## config.mk

```make
export PLATFORM = sky130hd
export DESIGN_NAME = period_capture_tachometer_flat
export DESIGN_NICKNAME = d
export VERILOG_FILES = /design/src/hdl/ptc_pkg.sv /design/src/hdl/ptc_if.sv /design/src/hdl/ptc_divider.sv /design/src/hdl/period_capture_tachometer.sv /design/src/flat_wrapper.sv
export SDC_FILE = /design/constraint.sdc
export NUM_CORES = 1
export LEC_CHECK = 0
export BUFFER_PORTS_ARGS = -buffer_cell sky130_fd_sc_hd__buf_2
export CAP_MARGIN = 20
export CORE_AREA = 2 2 200 202
export DETAILED_ROUTE_END_ITERATION = 16
export DIE_AREA = 0 0 202 204
export GPL_ROUTABILITY_DRIVEN = 1
export PLACE_DENSITY = 0.51
export RECOVER_POWER = 50
export SETUP_SLACK_MARGIN = 0.15
export SLEW_MARGIN = 25
export SYNTH_ARGS = -nofsm -noshare
export SYNTH_HDL_FRONTEND = slang
export SYNTH_SLANG_ARGS = --single-unit
```

## constraint.sdc

```tcl
create_clock -name clk_i -period 5.4 [get_ports clk_i]
set_input_delay 0.54 -clock clk_i [delete_from_list [all_inputs] [get_ports clk_i]]
set_output_delay 0.54 -clock clk_i [all_outputs]
set_load 0.05 [all_outputs]
```

## src/hdl/ptc_pkg.sv

```systemverilog
`default_nettype none
package ptc_pkg;

  // Field widths
  localparam int unsigned TicksW   = 16;
  localparam int unsigned SampleW  = 16;
  localparam int unsigned SpeedW   = 18;
  localparam int unsigned CfgIdxW  = 2;
  localparam int unsigned CfgDataW = 16;

  // Divider geometry: 28-bit constant dividend over a 16-bit period
  localparam int unsigned QuotW = 28;
  localparam int unsigned CntW  = $clog2(QuotW);

  localparam logic [QuotW-1:0]   TicksNumerator = QuotW'(160000000);
  localparam logic [SpeedW-1:0]  FakeSpeedX40   = SpeedW'(40000);
  localparam logic [SampleW-1:0] SampleMax      = '1;
  localparam logic [SpeedW-1:0]  SpeedMax       = '1;

  // Register reset values
  localparam logic [TicksW-1:0] MinPeriodReset = TicksW'(4000);
  localparam logic [TicksW-1:0] MinEdgesReset  = TicksW'(10);

  localparam int unsigned DefaultHistoryDepth = 4;

  // Register indexes
  typedef enum logic [CfgIdxW-1:0] {
    CfgMinPeriod = 2'd0,
    CfgMinEdges  = 2'd1,
    CfgFake      = 2'd2
  } cfg_reg_e;

  // Input commands
  typedef enum logic {
    CmdCapture = 1'b0,
    CmdUpdate  = 1'b1
  } cmd_e;

  // Sequencer states
  typedef enum logic [1:0] {
    StIdle,
    StDivide,
    StFinish
  } state_e;

  // Divider status toward the sequencer
  typedef struct packed {
    logic             done;
    logic [QuotW-1:0] quot;
  } div_stat_t;

endpackage
`default_nettype wire

```

## src/hdl/ptc_if.sv

```systemverilog
`default_nettype none
// Input channel: capture and update transactions
interface ptc_in_if;
  logic                        valid;
  logic                        ready;
  logic                        command;
  logic [ptc_pkg::TicksW-1:0]  capture_ticks;

  modport source (output valid, command, capture_ticks, input ready);
  modport sink   (input valid, command, capture_ticks, output ready);
endinterface

// Output channel: one result transaction per update
interface ptc_out_if;
  logic                        valid;
  logic                        ready;
  logic [ptc_pkg::SpeedW-1:0]  speed_x40;
  logic [ptc_pkg::SampleW-1:0] instant_speed;

  modport source (output valid, speed_x40, instant_speed, input ready);
  modport sink   (input valid, speed_x40, instant_speed, output ready);
endinterface
`default_nettype wire

```

## src/hdl/ptc_divider.sv

```systemverilog
`default_nettype none
// Restoring divider, one quotient bit per cycle: TicksNumerator / divisor
module ptc_divider (
  input  wire logic                       clk_i,
  input  wire logic                       rst_ni,
  input  wire logic                       start_i,
  input  wire logic [ptc_pkg::TicksW-1:0] divisor_i,
  output ptc_pkg::div_stat_t              stat_o
);
  import ptc_pkg::*;

  logic                busy_q, busy_d;
  logic                done_q, done_d;
  logic [CntW-1:0]     cnt_q, cnt_d;
  logic [TicksW-1:0]   rem_q, rem_d;
  logic [QuotW-1:0]    quot_q, quot_d;
  logic [TicksW-1:0]   div_q, div_d;
  logic [TicksW:0]     rem_shift;
  logic [TicksW+1:0]   diff;

  // One shift-subtract step
  always_comb begin
    rem_shift = {rem_q, quot_q[QuotW-1]};
    diff      = {1'b0, rem_shift} - {2'b00, div_q};
    busy_d    = busy_q;
    done_d    = 1'b0;
    cnt_d     = cnt_q;
    rem_d     = rem_q;
    quot_d    = quot_q;
    div_d     = div_q;
    if (start_i) begin
      busy_d = 1'b1;
      cnt_d  = '0;
      rem_d  = '0;
      quot_d = TicksNumerator;
      div_d  = divisor_i;
    end else if (busy_q) begin
      if (diff[TicksW+1]) begin
        rem_d  = rem_shift[TicksW-1:0];
        quot_d = {quot_q[QuotW-2:0], 1'b0};
      end else begin
        rem_d  = diff[TicksW-1:0];
        quot_d = {quot_q[QuotW-2:0], 1'b1};
      end
      cnt_d = cnt_q + 1'b1;
      if (cnt_q == CntW'(QuotW-1)) begin
        busy_d = 1'b0;
        done_d = 1'b1;
      end
    end
  end

  always_ff @(posedge clk_i or negedge rst_ni) begin
    if (!rst_ni) begin
      busy_q <= 1'b0;
      done_q <= 1'b0;
      cnt_q  <= '0;
    end else begin
      busy_q <= busy_d;
      done_q <= done_d;
      cnt_q  <= cnt_d;
    end
  end

  // Datapath registers
  always_ff @(posedge clk_i) begin
    rem_q  <= rem_d;
    quot_q <= quot_d;
    div_q  <= div_d;
  end

  assign stat_o.done = done_q;
  assign stat_o.quot = quot_q;

endmodule
`default_nettype wire

```

## src/hdl/period_capture_tachometer.sv

```systemverilog
`default_nettype none
// Period-capture tachometer. A capture transaction stores a pulse period and
// bumps a wrapping edge counter. An update transaction forms a speed sample
// 2*(160000000/period), saturated at 65535 (or 0 if too few new edges or too
// short a period), writes it into a ring of HISTORY_DEPTH entries and returns
// the ring sum (rpm times 40; 40000 in fake mode) along with the sample. An
// update that divides is accepted, then the serial divider produces one of 28
// quotient bits per cycle, then the result is handed off and written to the
// ring. An update with a zero sample skips the divider. The input is not ready
// while an update is in progress; a finished result waits in an output
// register, and the next transaction is taken while it waits. The ring sum is
// kept as a running total, so no pass over the ring is needed.
module period_capture_tachometer #(
  parameter int unsigned HISTORY_DEPTH = ptc_pkg::DefaultHistoryDepth
) (
  input  wire logic                         clk_i,
  input  wire logic                         rst_ni,
  input  wire logic                         cfg_we_i,
  input  wire logic [ptc_pkg::CfgIdxW-1:0]  cfg_idx_i,
  input  wire logic [ptc_pkg::CfgDataW-1:0] cfg_data_i,
  ptc_in_if.sink                            items_i,
  ptc_out_if.source                         results_o
);
  import ptc_pkg::*;

  localparam int unsigned SlotW = (HISTORY_DEPTH > 1) ? $clog2(HISTORY_DEPTH) : 1;
  localparam int unsigned SumW  = SampleW + $clog2(HISTORY_DEPTH + 1);

  // Configuration
  logic [TicksW-1:0] min_period_q;
  logic [TicksW-1:0] min_edges_q;
  logic              fake_q;

  // Measurement state
  state_e            state_q, state_d;
  logic [TicksW-1:0] last_period_q;
  logic [TicksW-1:0] edge_count_q;
  logic [TicksW-1:0] edges_at_update_q;
  logic [SampleW-1:0] hist_q [HISTORY_DEPTH];
  logic [SlotW-1:0]  slot_q;
  logic [SumW-1:0]   sum_q;
  logic [SampleW-1:0] sample_q, sample_d;

  // Output register
  logic               out_valid_q;
  logic [SpeedW-1:0]  out_speed_q;
  logic [SampleW-1:0] out_sample_q;

  logic               accept;
  logic               is_update;
  logic [TicksW-1:0]  new_edges;
  logic               edges_ok;
  logic               period_ok;
  logic               div_start;
  logic               load_out;
  logic [SumW-1:0]    sum_next;
  logic [SpeedW-1:0]  speed_next;
  div_stat_t          div_stat;

  // Configuration writes
  always_ff @(posedge clk_i or negedge rst_ni) begin
    if (!rst_ni) begin
      min_period_q <= MinPeriodReset;
      min_edges_q  <= MinEdgesReset;
      fake_q       <= 1'b0;
    end else if (cfg_we_i) begin
      unique case (cfg_idx_i)
        CfgMinPeriod: min_period_q <= cfg_data_i[TicksW-1:0];
        CfgMinEdges:  min_edges_q  <= cfg_data_i[TicksW-1:0];
        CfgFake:      fake_q       <= cfg_data_i[0];
        default:      ;
      endcase
    end
  end

  // Update qualification
  assign items_i.ready = (state_q == StIdle);
  assign accept    = items_i.valid && items_i.ready;
  assign is_update = (items_i.command == CmdUpdate);
  assign new_edges = edge_count_q - edges_at_update_q;
  assign edges_ok  = (new_edges > min_edges_q);
  assign period_ok = (last_period_q > min_period_q);

  // Next state
  always_comb begin
    state_d = state_q;
    unique case (state_q)
      StIdle: begin
        if (accept && is_update) begin
          state_d = (edges_ok && period_ok) ? StDivide : StFinish;
        end
      end
      StDivide: begin
        if (div_stat.done) begin
          state_d = StFinish;
        end
      end
      StFinish: begin
        if (load_out) begin
          state_d = StIdle;
        end
      end
      default: state_d = StIdle;
    endcase
  end

  // Sequencer outputs
  always_comb begin
    div_start     = 1'b0;
    load_out      = 1'b0;
    sample_d      = sample_q;
    unique case (state_q)
      StIdle: begin
        div_start     = accept && is_update && edges_ok && period_ok;
        if (accept && is_update) begin
          sample_d = '0;
        end
      end
      StDivide: begin
        if (div_stat.done) begin
          // 2*q saturates once q reaches 2^15
          if (|div_stat.quot[QuotW-1:SampleW-1]) begin
            sample_d = SampleMax;
          end else begin
            sample_d = {div_stat.quot[SampleW-2:0], 1'b0};
          end
        end
      end
      StFinish: begin
        load_out = !out_valid_q || results_o.ready;
      end
      default: ;
    endcase
  end

  // Running ring sum and reported speed
  always_comb begin
    sum_next = sum_q - SumW'(hist_q[slot_q]) + SumW'(sample_q);
    if (sum_next > SumW'(SpeedMax)) begin
      speed_next = SpeedMax;
    end else begin
      speed_next = SpeedW'(sum_next);
    end
    if (fake_q) begin
      speed_next = FakeSpeedX40;
    end
  end

  ptc_divider u_div (
    .clk_i     (clk_i),
    .rst_ni    (rst_ni),
    .start_i   (div_start),
    .divisor_i (last_period_q),
    .stat_o    (div_stat)
  );

  // State, counters and ring
  always_ff @(posedge clk_i or negedge rst_ni) begin
    if (!rst_ni) begin
      state_q           <= StIdle;
      last_period_q     <= '0;
      edge_count_q      <= '0;
      edges_at_update_q <= '0;
      slot_q            <= '0;
      sum_q             <= '0;
      for (int i = 0; i < HISTORY_DEPTH; i++) begin
        hist_q[i] <= '0;
      end
    end else begin
      state_q <= state_d;
      if (accept && !is_update) begin
        last_period_q <= items_i.capture_ticks;
        edge_count_q  <= edge_count_q + 1'b1;
      end
      if (accept && is_update && edges_ok) begin
        edges_at_update_q <= edge_count_q;
      end
      if (load_out) begin
        hist_q[slot_q] <= sample_q;
        sum_q          <= sum_next;
        slot_q         <= (slot_q == SlotW'(HISTORY_DEPTH - 1)) ? '0 : slot_q + 1'b1;
      end
    end
  end

  always_ff @(posedge clk_i) begin
    sample_q <= sample_d;
  end

  // Output register
  always_ff @(posedge clk_i or negedge rst_ni) begin
    if (!rst_ni) begin
      out_valid_q <= 1'b0;
    end else if (load_out) begin
      out_valid_q <= 1'b1;
    end else if (results_o.ready) begin
      out_valid_q <= 1'b0;
    end
  end

  always_ff @(posedge clk_i) begin
    if (load_out) begin
      out_speed_q  <= speed_next;
      out_sample_q <= sample_q;
    end
  end

  assign results_o.valid         = out_valid_q;
  assign results_o.speed_x40     = out_speed_q;
  assign results_o.instant_speed = out_sample_q;

  // Checks
  a_start_to_divide: assert property (@(posedge clk_i) disable iff (!rst_ni)
    div_start |=> state_q == StDivide)
    else $error("divider start did not enter divide state");

  a_done_in_divide: assert property (@(posedge clk_i) disable iff (!rst_ni)
    div_stat.done |-> state_q == StDivide)
    else $error("divider done outside divide state");

  a_fake_speed: assert property (@(posedge clk_i) disable iff (!rst_ni)
    load_out && fake_q |=> results_o.speed_x40 == FakeSpeedX40)
    else $error("fake mode speed not forced");

  a_sum_bound: assert property (@(posedge clk_i) disable iff (!rst_ni)
    sum_q <= SumW'(HISTORY_DEPTH * 65535))
    else $error("ring sum exceeds ring capacity");

endmodule
`default_nettype wire

```

## src/flat_wrapper.sv

```systemverilog
// flat-port wrapper written by rule: the top's interface ports become plain ports
module period_capture_tachometer_flat import ptc_pkg::*;
#(
  parameter int unsigned HISTORY_DEPTH = ptc_pkg::DefaultHistoryDepth
)
  (clk_i, rst_ni, cfg_we_i, cfg_idx_i, cfg_data_i, items_i_valid, items_i_command, items_i_capture_ticks, items_i_ready, results_o_valid, results_o_speed_x40, results_o_instant_speed, results_o_ready);
  ptc_in_if items_i_i ();
  ptc_out_if results_o_i ();
  input  wire logic clk_i;
  input  wire logic rst_ni;
  input  wire logic cfg_we_i;
  input  wire logic [ptc_pkg::CfgIdxW-1:0] cfg_idx_i;
  input  wire logic [ptc_pkg::CfgDataW-1:0] cfg_data_i;
  input wire logic [$bits(items_i_i.valid)-1:0] items_i_valid;
  input wire logic [$bits(items_i_i.command)-1:0] items_i_command;
  input wire logic [$bits(items_i_i.capture_ticks)-1:0] items_i_capture_ticks;
  output wire logic [$bits(items_i_i.ready)-1:0] items_i_ready;
  output wire logic [$bits(results_o_i.valid)-1:0] results_o_valid;
  output wire logic [$bits(results_o_i.speed_x40)-1:0] results_o_speed_x40;
  output wire logic [$bits(results_o_i.instant_speed)-1:0] results_o_instant_speed;
  input wire logic [$bits(results_o_i.ready)-1:0] results_o_ready;
  assign items_i_i.valid = items_i_valid;
  assign items_i_i.command = items_i_command;
  assign items_i_i.capture_ticks = items_i_capture_ticks;
  assign items_i_ready = items_i_i.ready;
  assign results_o_valid = results_o_i.valid;
  assign results_o_speed_x40 = results_o_i.speed_x40;
  assign results_o_instant_speed = results_o_i.instant_speed;
  assign results_o_i.ready = results_o_ready;
  period_capture_tachometer #(.HISTORY_DEPTH(HISTORY_DEPTH)) u_core (.clk_i(clk_i), .rst_ni(rst_ni), .cfg_we_i(cfg_we_i), .cfg_idx_i(cfg_idx_i), .cfg_data_i(cfg_data_i), .items_i(items_i_i), .results_o(results_o_i));
endmodule
```

==> impl_metrics.env <==
export IMPL_status="complete, but fails checks"
export IMPL_failed_checks="max-capacitance violations, max-slew violations"
export IMPL_crit_type="register to register"
export IMPL_area_growth_pct=14.3
export IMPL_clkLatencyLatePin_ns=0.54
export IMPL_start_kind="register"
export IMPL_ys_seq_area_frac=0.498
export IMPL_fin_skew_ns=0.0190
export IMPL_drive_above_1_share=0.149
export IMPL_first_pass_iters=5
export IMPL_drt_iter0_drc=442
export IMPL_cts_tree="yes"
export IMPL_initial_core_util=0.373
export IMPL_hpwl_mm=22.8
export IMPL_path_clk_slew_ns=0.06
export IMPL_fmax_ghz=0.210
export IMPL_syn_inst=1349
export IMPL_synth_nets=1495
export IMPL_synth_compound_area_frac=0.126
export IMPL_port_buffers=75
export IMPL_cp_end_kind="register"
export IMPL_yosys_warnings=0
export IMPL_rsz0062_at_grt="false"
export IMPL_num_antenna_cells=0
export IMPL_core_area_um2=39200
export IMPL_numCtsBuffers=34
export IMPL_synth_top_family_by_area="compound AO/OA/AOI/OAI gates"
export IMPL_vias=9747
export IMPL_synth_cell_types=67
export IMPL_synth_area_leader_cell="dfrtp_1"
export IMPL_maxSlewHeadroom=-1.71
export IMPL_crit_required_ns=5.76
export IMPL_fin_setup_tns_ns=0
export IMPL_synthMuxAreaShare=0.0866
export IMPL_async_flop_share=0.615
export IMPL_die_y_um=204
export IMPL_cts_sinks=286
export IMPL_cts_buffer_depth=3
export IMPL_min_period_over_period=0.882
export IMPL_wirelength_mm=31.7
export IMPL_cts_root_buf="clkbuf_16"
export IMPL_synth_simple_area_share=0.104
export IMPL_drc=0
export IMPL_antenna_found_initial=0
export IMPL_drv_cap=1
export IMPL_synth_xor_xnor_area_share=0.0342
export IMPL_grt_max_degree=72
export IMPL_finalMaxSlewViolations=72
export IMPL_syn_area_per_cell_um2=10.8
export IMPL_pin_count=76
export IMPL_worst_pin_slew_ns=4.06
export IMPL_fp_row_count=73
export IMPL_dieArea_um2=41200
export IMPL_synth_ff_type="dfrtp_1"
export IMPL_crit_arrival_ns=5.13
export IMPL_synth_enable_flop_cells=66
export IMPL_synth_seq_cells=286
export IMPL_grt_pass1_vias=9896
export IMPL_antenna_left=0
export IMPL_die_w_um=202
export IMPL_finalCriticalPeriod_ns=4.76
export IMPL_setup_viol=0
export IMPL_grtUsageTotal=0.160
export IMPL_place_gp_congestion=0.803
export IMPL_synth_top_area_frac=0.288
export IMPL_utilization=0.426
export IMPL_layout_nets=1577
export IMPL_gr_total_overflow=0
export IMPL_place_area_um2=15600
export IMPL_min_path_type="primary input to register"
export IMPL_post_drt_wl_per_cell_um=16.0
export IMPL_synth_area_leaders="dfrtp_1 29%, edfxtp_1 14%, ha_1 7.5%, dfxtp_1 6.0%, mux2_2 4.0%"
export IMPL_hold_viol_final=0
export IMPL_cts_htree_levels=2
export IMPL_worst_path_max_fanout=36
export IMPL_via_per_inst=4.92
export IMPL_synth_adder_area_share=0.100
export IMPL_grt_pass1_wl_mm=52.7
export IMPL_fin_area_um2=16700
export IMPL_synth_area_um2=14600
[worst paths after layout]
| kind | end | slack (ns) | depth (start not counted) | from |
|---|---|---|---|---|
| worst max register to register | u_core.u_div.quot_q[0] | 0.64 | 21 | u_core.edge_count_q[0] |
| max in group asynchronous | u_core.hist_q[21] | 1.13 | 2 | rst_ni |
| worst max-delay path | u_core.u_div.quot_q[0] | 0.64 | 21 | u_core.edge_count_q[0] |
| min in group asynchronous | u_core.hist_q[35] | 1.44 | 1 | rst_ni |
| worst min register to register | u_core.results_o.instant_speed[6] | 0.45 | 0 | u_core.sample_q[6] |
| worst min-delay path | u_core.last_period_q[0] | 0.22 | 3 | items_i_capture_ticks[0] |
[sequential cells by signal, summed over array words and instances, names as in the netlist, 5 cells and up]
register	cells
u_core.sum_q	19
u_core.results_o.speed_x40	18
u_core.sample_q	16
u_core.last_period_q	16
u_core.u_div.rem_q	16
u_core.u_div.quot_q	28
u_core.u_div.cnt_q	5
u_core.hist_q	64
u_core.u_div.div_q	16
u_core.min_edges_q	16
u_core.edge_count_q	16
u_core.edges_at_update_q	16
u_core.min_period_q	16
u_core.results_o.instant_speed	16
[cells by family (layout without fill, tap and decap cells)]
family	Yosys count	in the layout
compound gates	281	281
xor+xnor	57	57
fa+ha+maj	106	106
buf+inv	198	304
flops	286	286
mux	100	100
simple gates	321	321
[per-layer routing]
| layer | vias to the layer above | wire length [µm] | share of wire | track usage |
|---|---|---|---|---|
| met2 | 158 | 15400 | 0.49 | 0.277 |
| li1 | 4882 | - | - | - |
| met5 | - | 0 | 0 | 0 |
| met4 | 0 | 715 | 0.023 | 0.0444 |
| met3 | 51 | 1150 | 0.036 | 0.0297 |
| met1 | 4656 | 14400 | 0.45 | 0.205 |
[cells in the mapped netlist, drive strengths merged, types with 9 or more instances]
library cell	n
a211o	11
nand3	16
a211oi	17
clkbuf	47
nand2b	10
dfxtp	44
edfxtp	66
mux4	16
and2	11
nand2	128
ha	88
xor2	24
o21ai	118
mux2	52
a21oi	40
nor3	14
nor2	75
xnor2	33
mux2i	32
nand4	9
fa	18
o21a	11
a21o	33
inv	148
and3	9
dfrtp	168
[critical path: stages, from the launching register on]
cell and delay, ns:
dfrtp_1 0.42, inv_1 0.12, ha_1 0.15, inv_1 0.06, fa_1 0.40, a21o_1 0.18, a21oi_1 0.22, o21bai_1 0.12
a31oi_1 0.23, o21ai_0 0.18, o31ai_2 0.36, nand3_1 0.11, o311ai_0 0.12, ha_1 0.31, nand3_1 0.08, nor3_1 0.05
a32oi_1 0.34, and4_1 0.31, o31ai_4 0.10, nor2b_4 0.25, buf_4 0.39, a211oi_1 0.09
[cells in the final DEF (no fill, tap or decap), types with 7 or more instances in the layout]
master / n
clkbuf_1: 29
dfrtp_1: 167
mux4_2: 16
and3_1: 9
mux2i_1: 32
clkbuf_16: 35
a21o_1: 33
xor2_1: 24
and2_1: 11
or4_1: 8
buf_2: 57
dfstp_2: 8
fa_1: 18
nand2_1: 128
nor3_1: 14
ha_1: 88
o21a_1: 11
a211o_1: 11
dfxtp_1: 44
o21ai_0: 116
nor4_1: 7
nand2b_1: 10
edfxtp_1: 66
a21oi_1: 38
nand3_1: 16
xnor2_1: 33
nor2_1: 74
a211oi_1: 17
inv_1: 147
or3_1: 7
nand4_1: 9
buf_4: 16
mux2_2: 52
[per-stage QoR]
stage                     setup slack [ns]  hold WS [ns]  std cells
final                                0.638         0.223       1980
after global routing                 0.162         0.225       1980
after CTS                            0.484        0.0401       1980
after detailed placement             0.526         0.441       1920
after global placement               0.664         0.435       1920
after floorplan                      0.528         0.244       1349
[cell type report]
type / count / area, µm²
Fill cell: 3725 / 22500
Multi-Input combinational cell: 865 / 6600
Inverter: 148 / 556
Clock inverter: 14 / 171
Timing Repair Buffer: 96 / 493
Clock buffer: 46 / 957
Tap cell: 525 / 657
Sequential cell: 286 / 7280
[what timing repair did]
item | CTS | global route
setup endpoints to repair | 0 | 49
hold buffers | 0 | 0
gates resized for setup | 0 | 1
setup buffers | 0 | 0
Power is not shown: default switching activity piles up to over one toggle a cycle in this logic, so the estimate is an artifact.
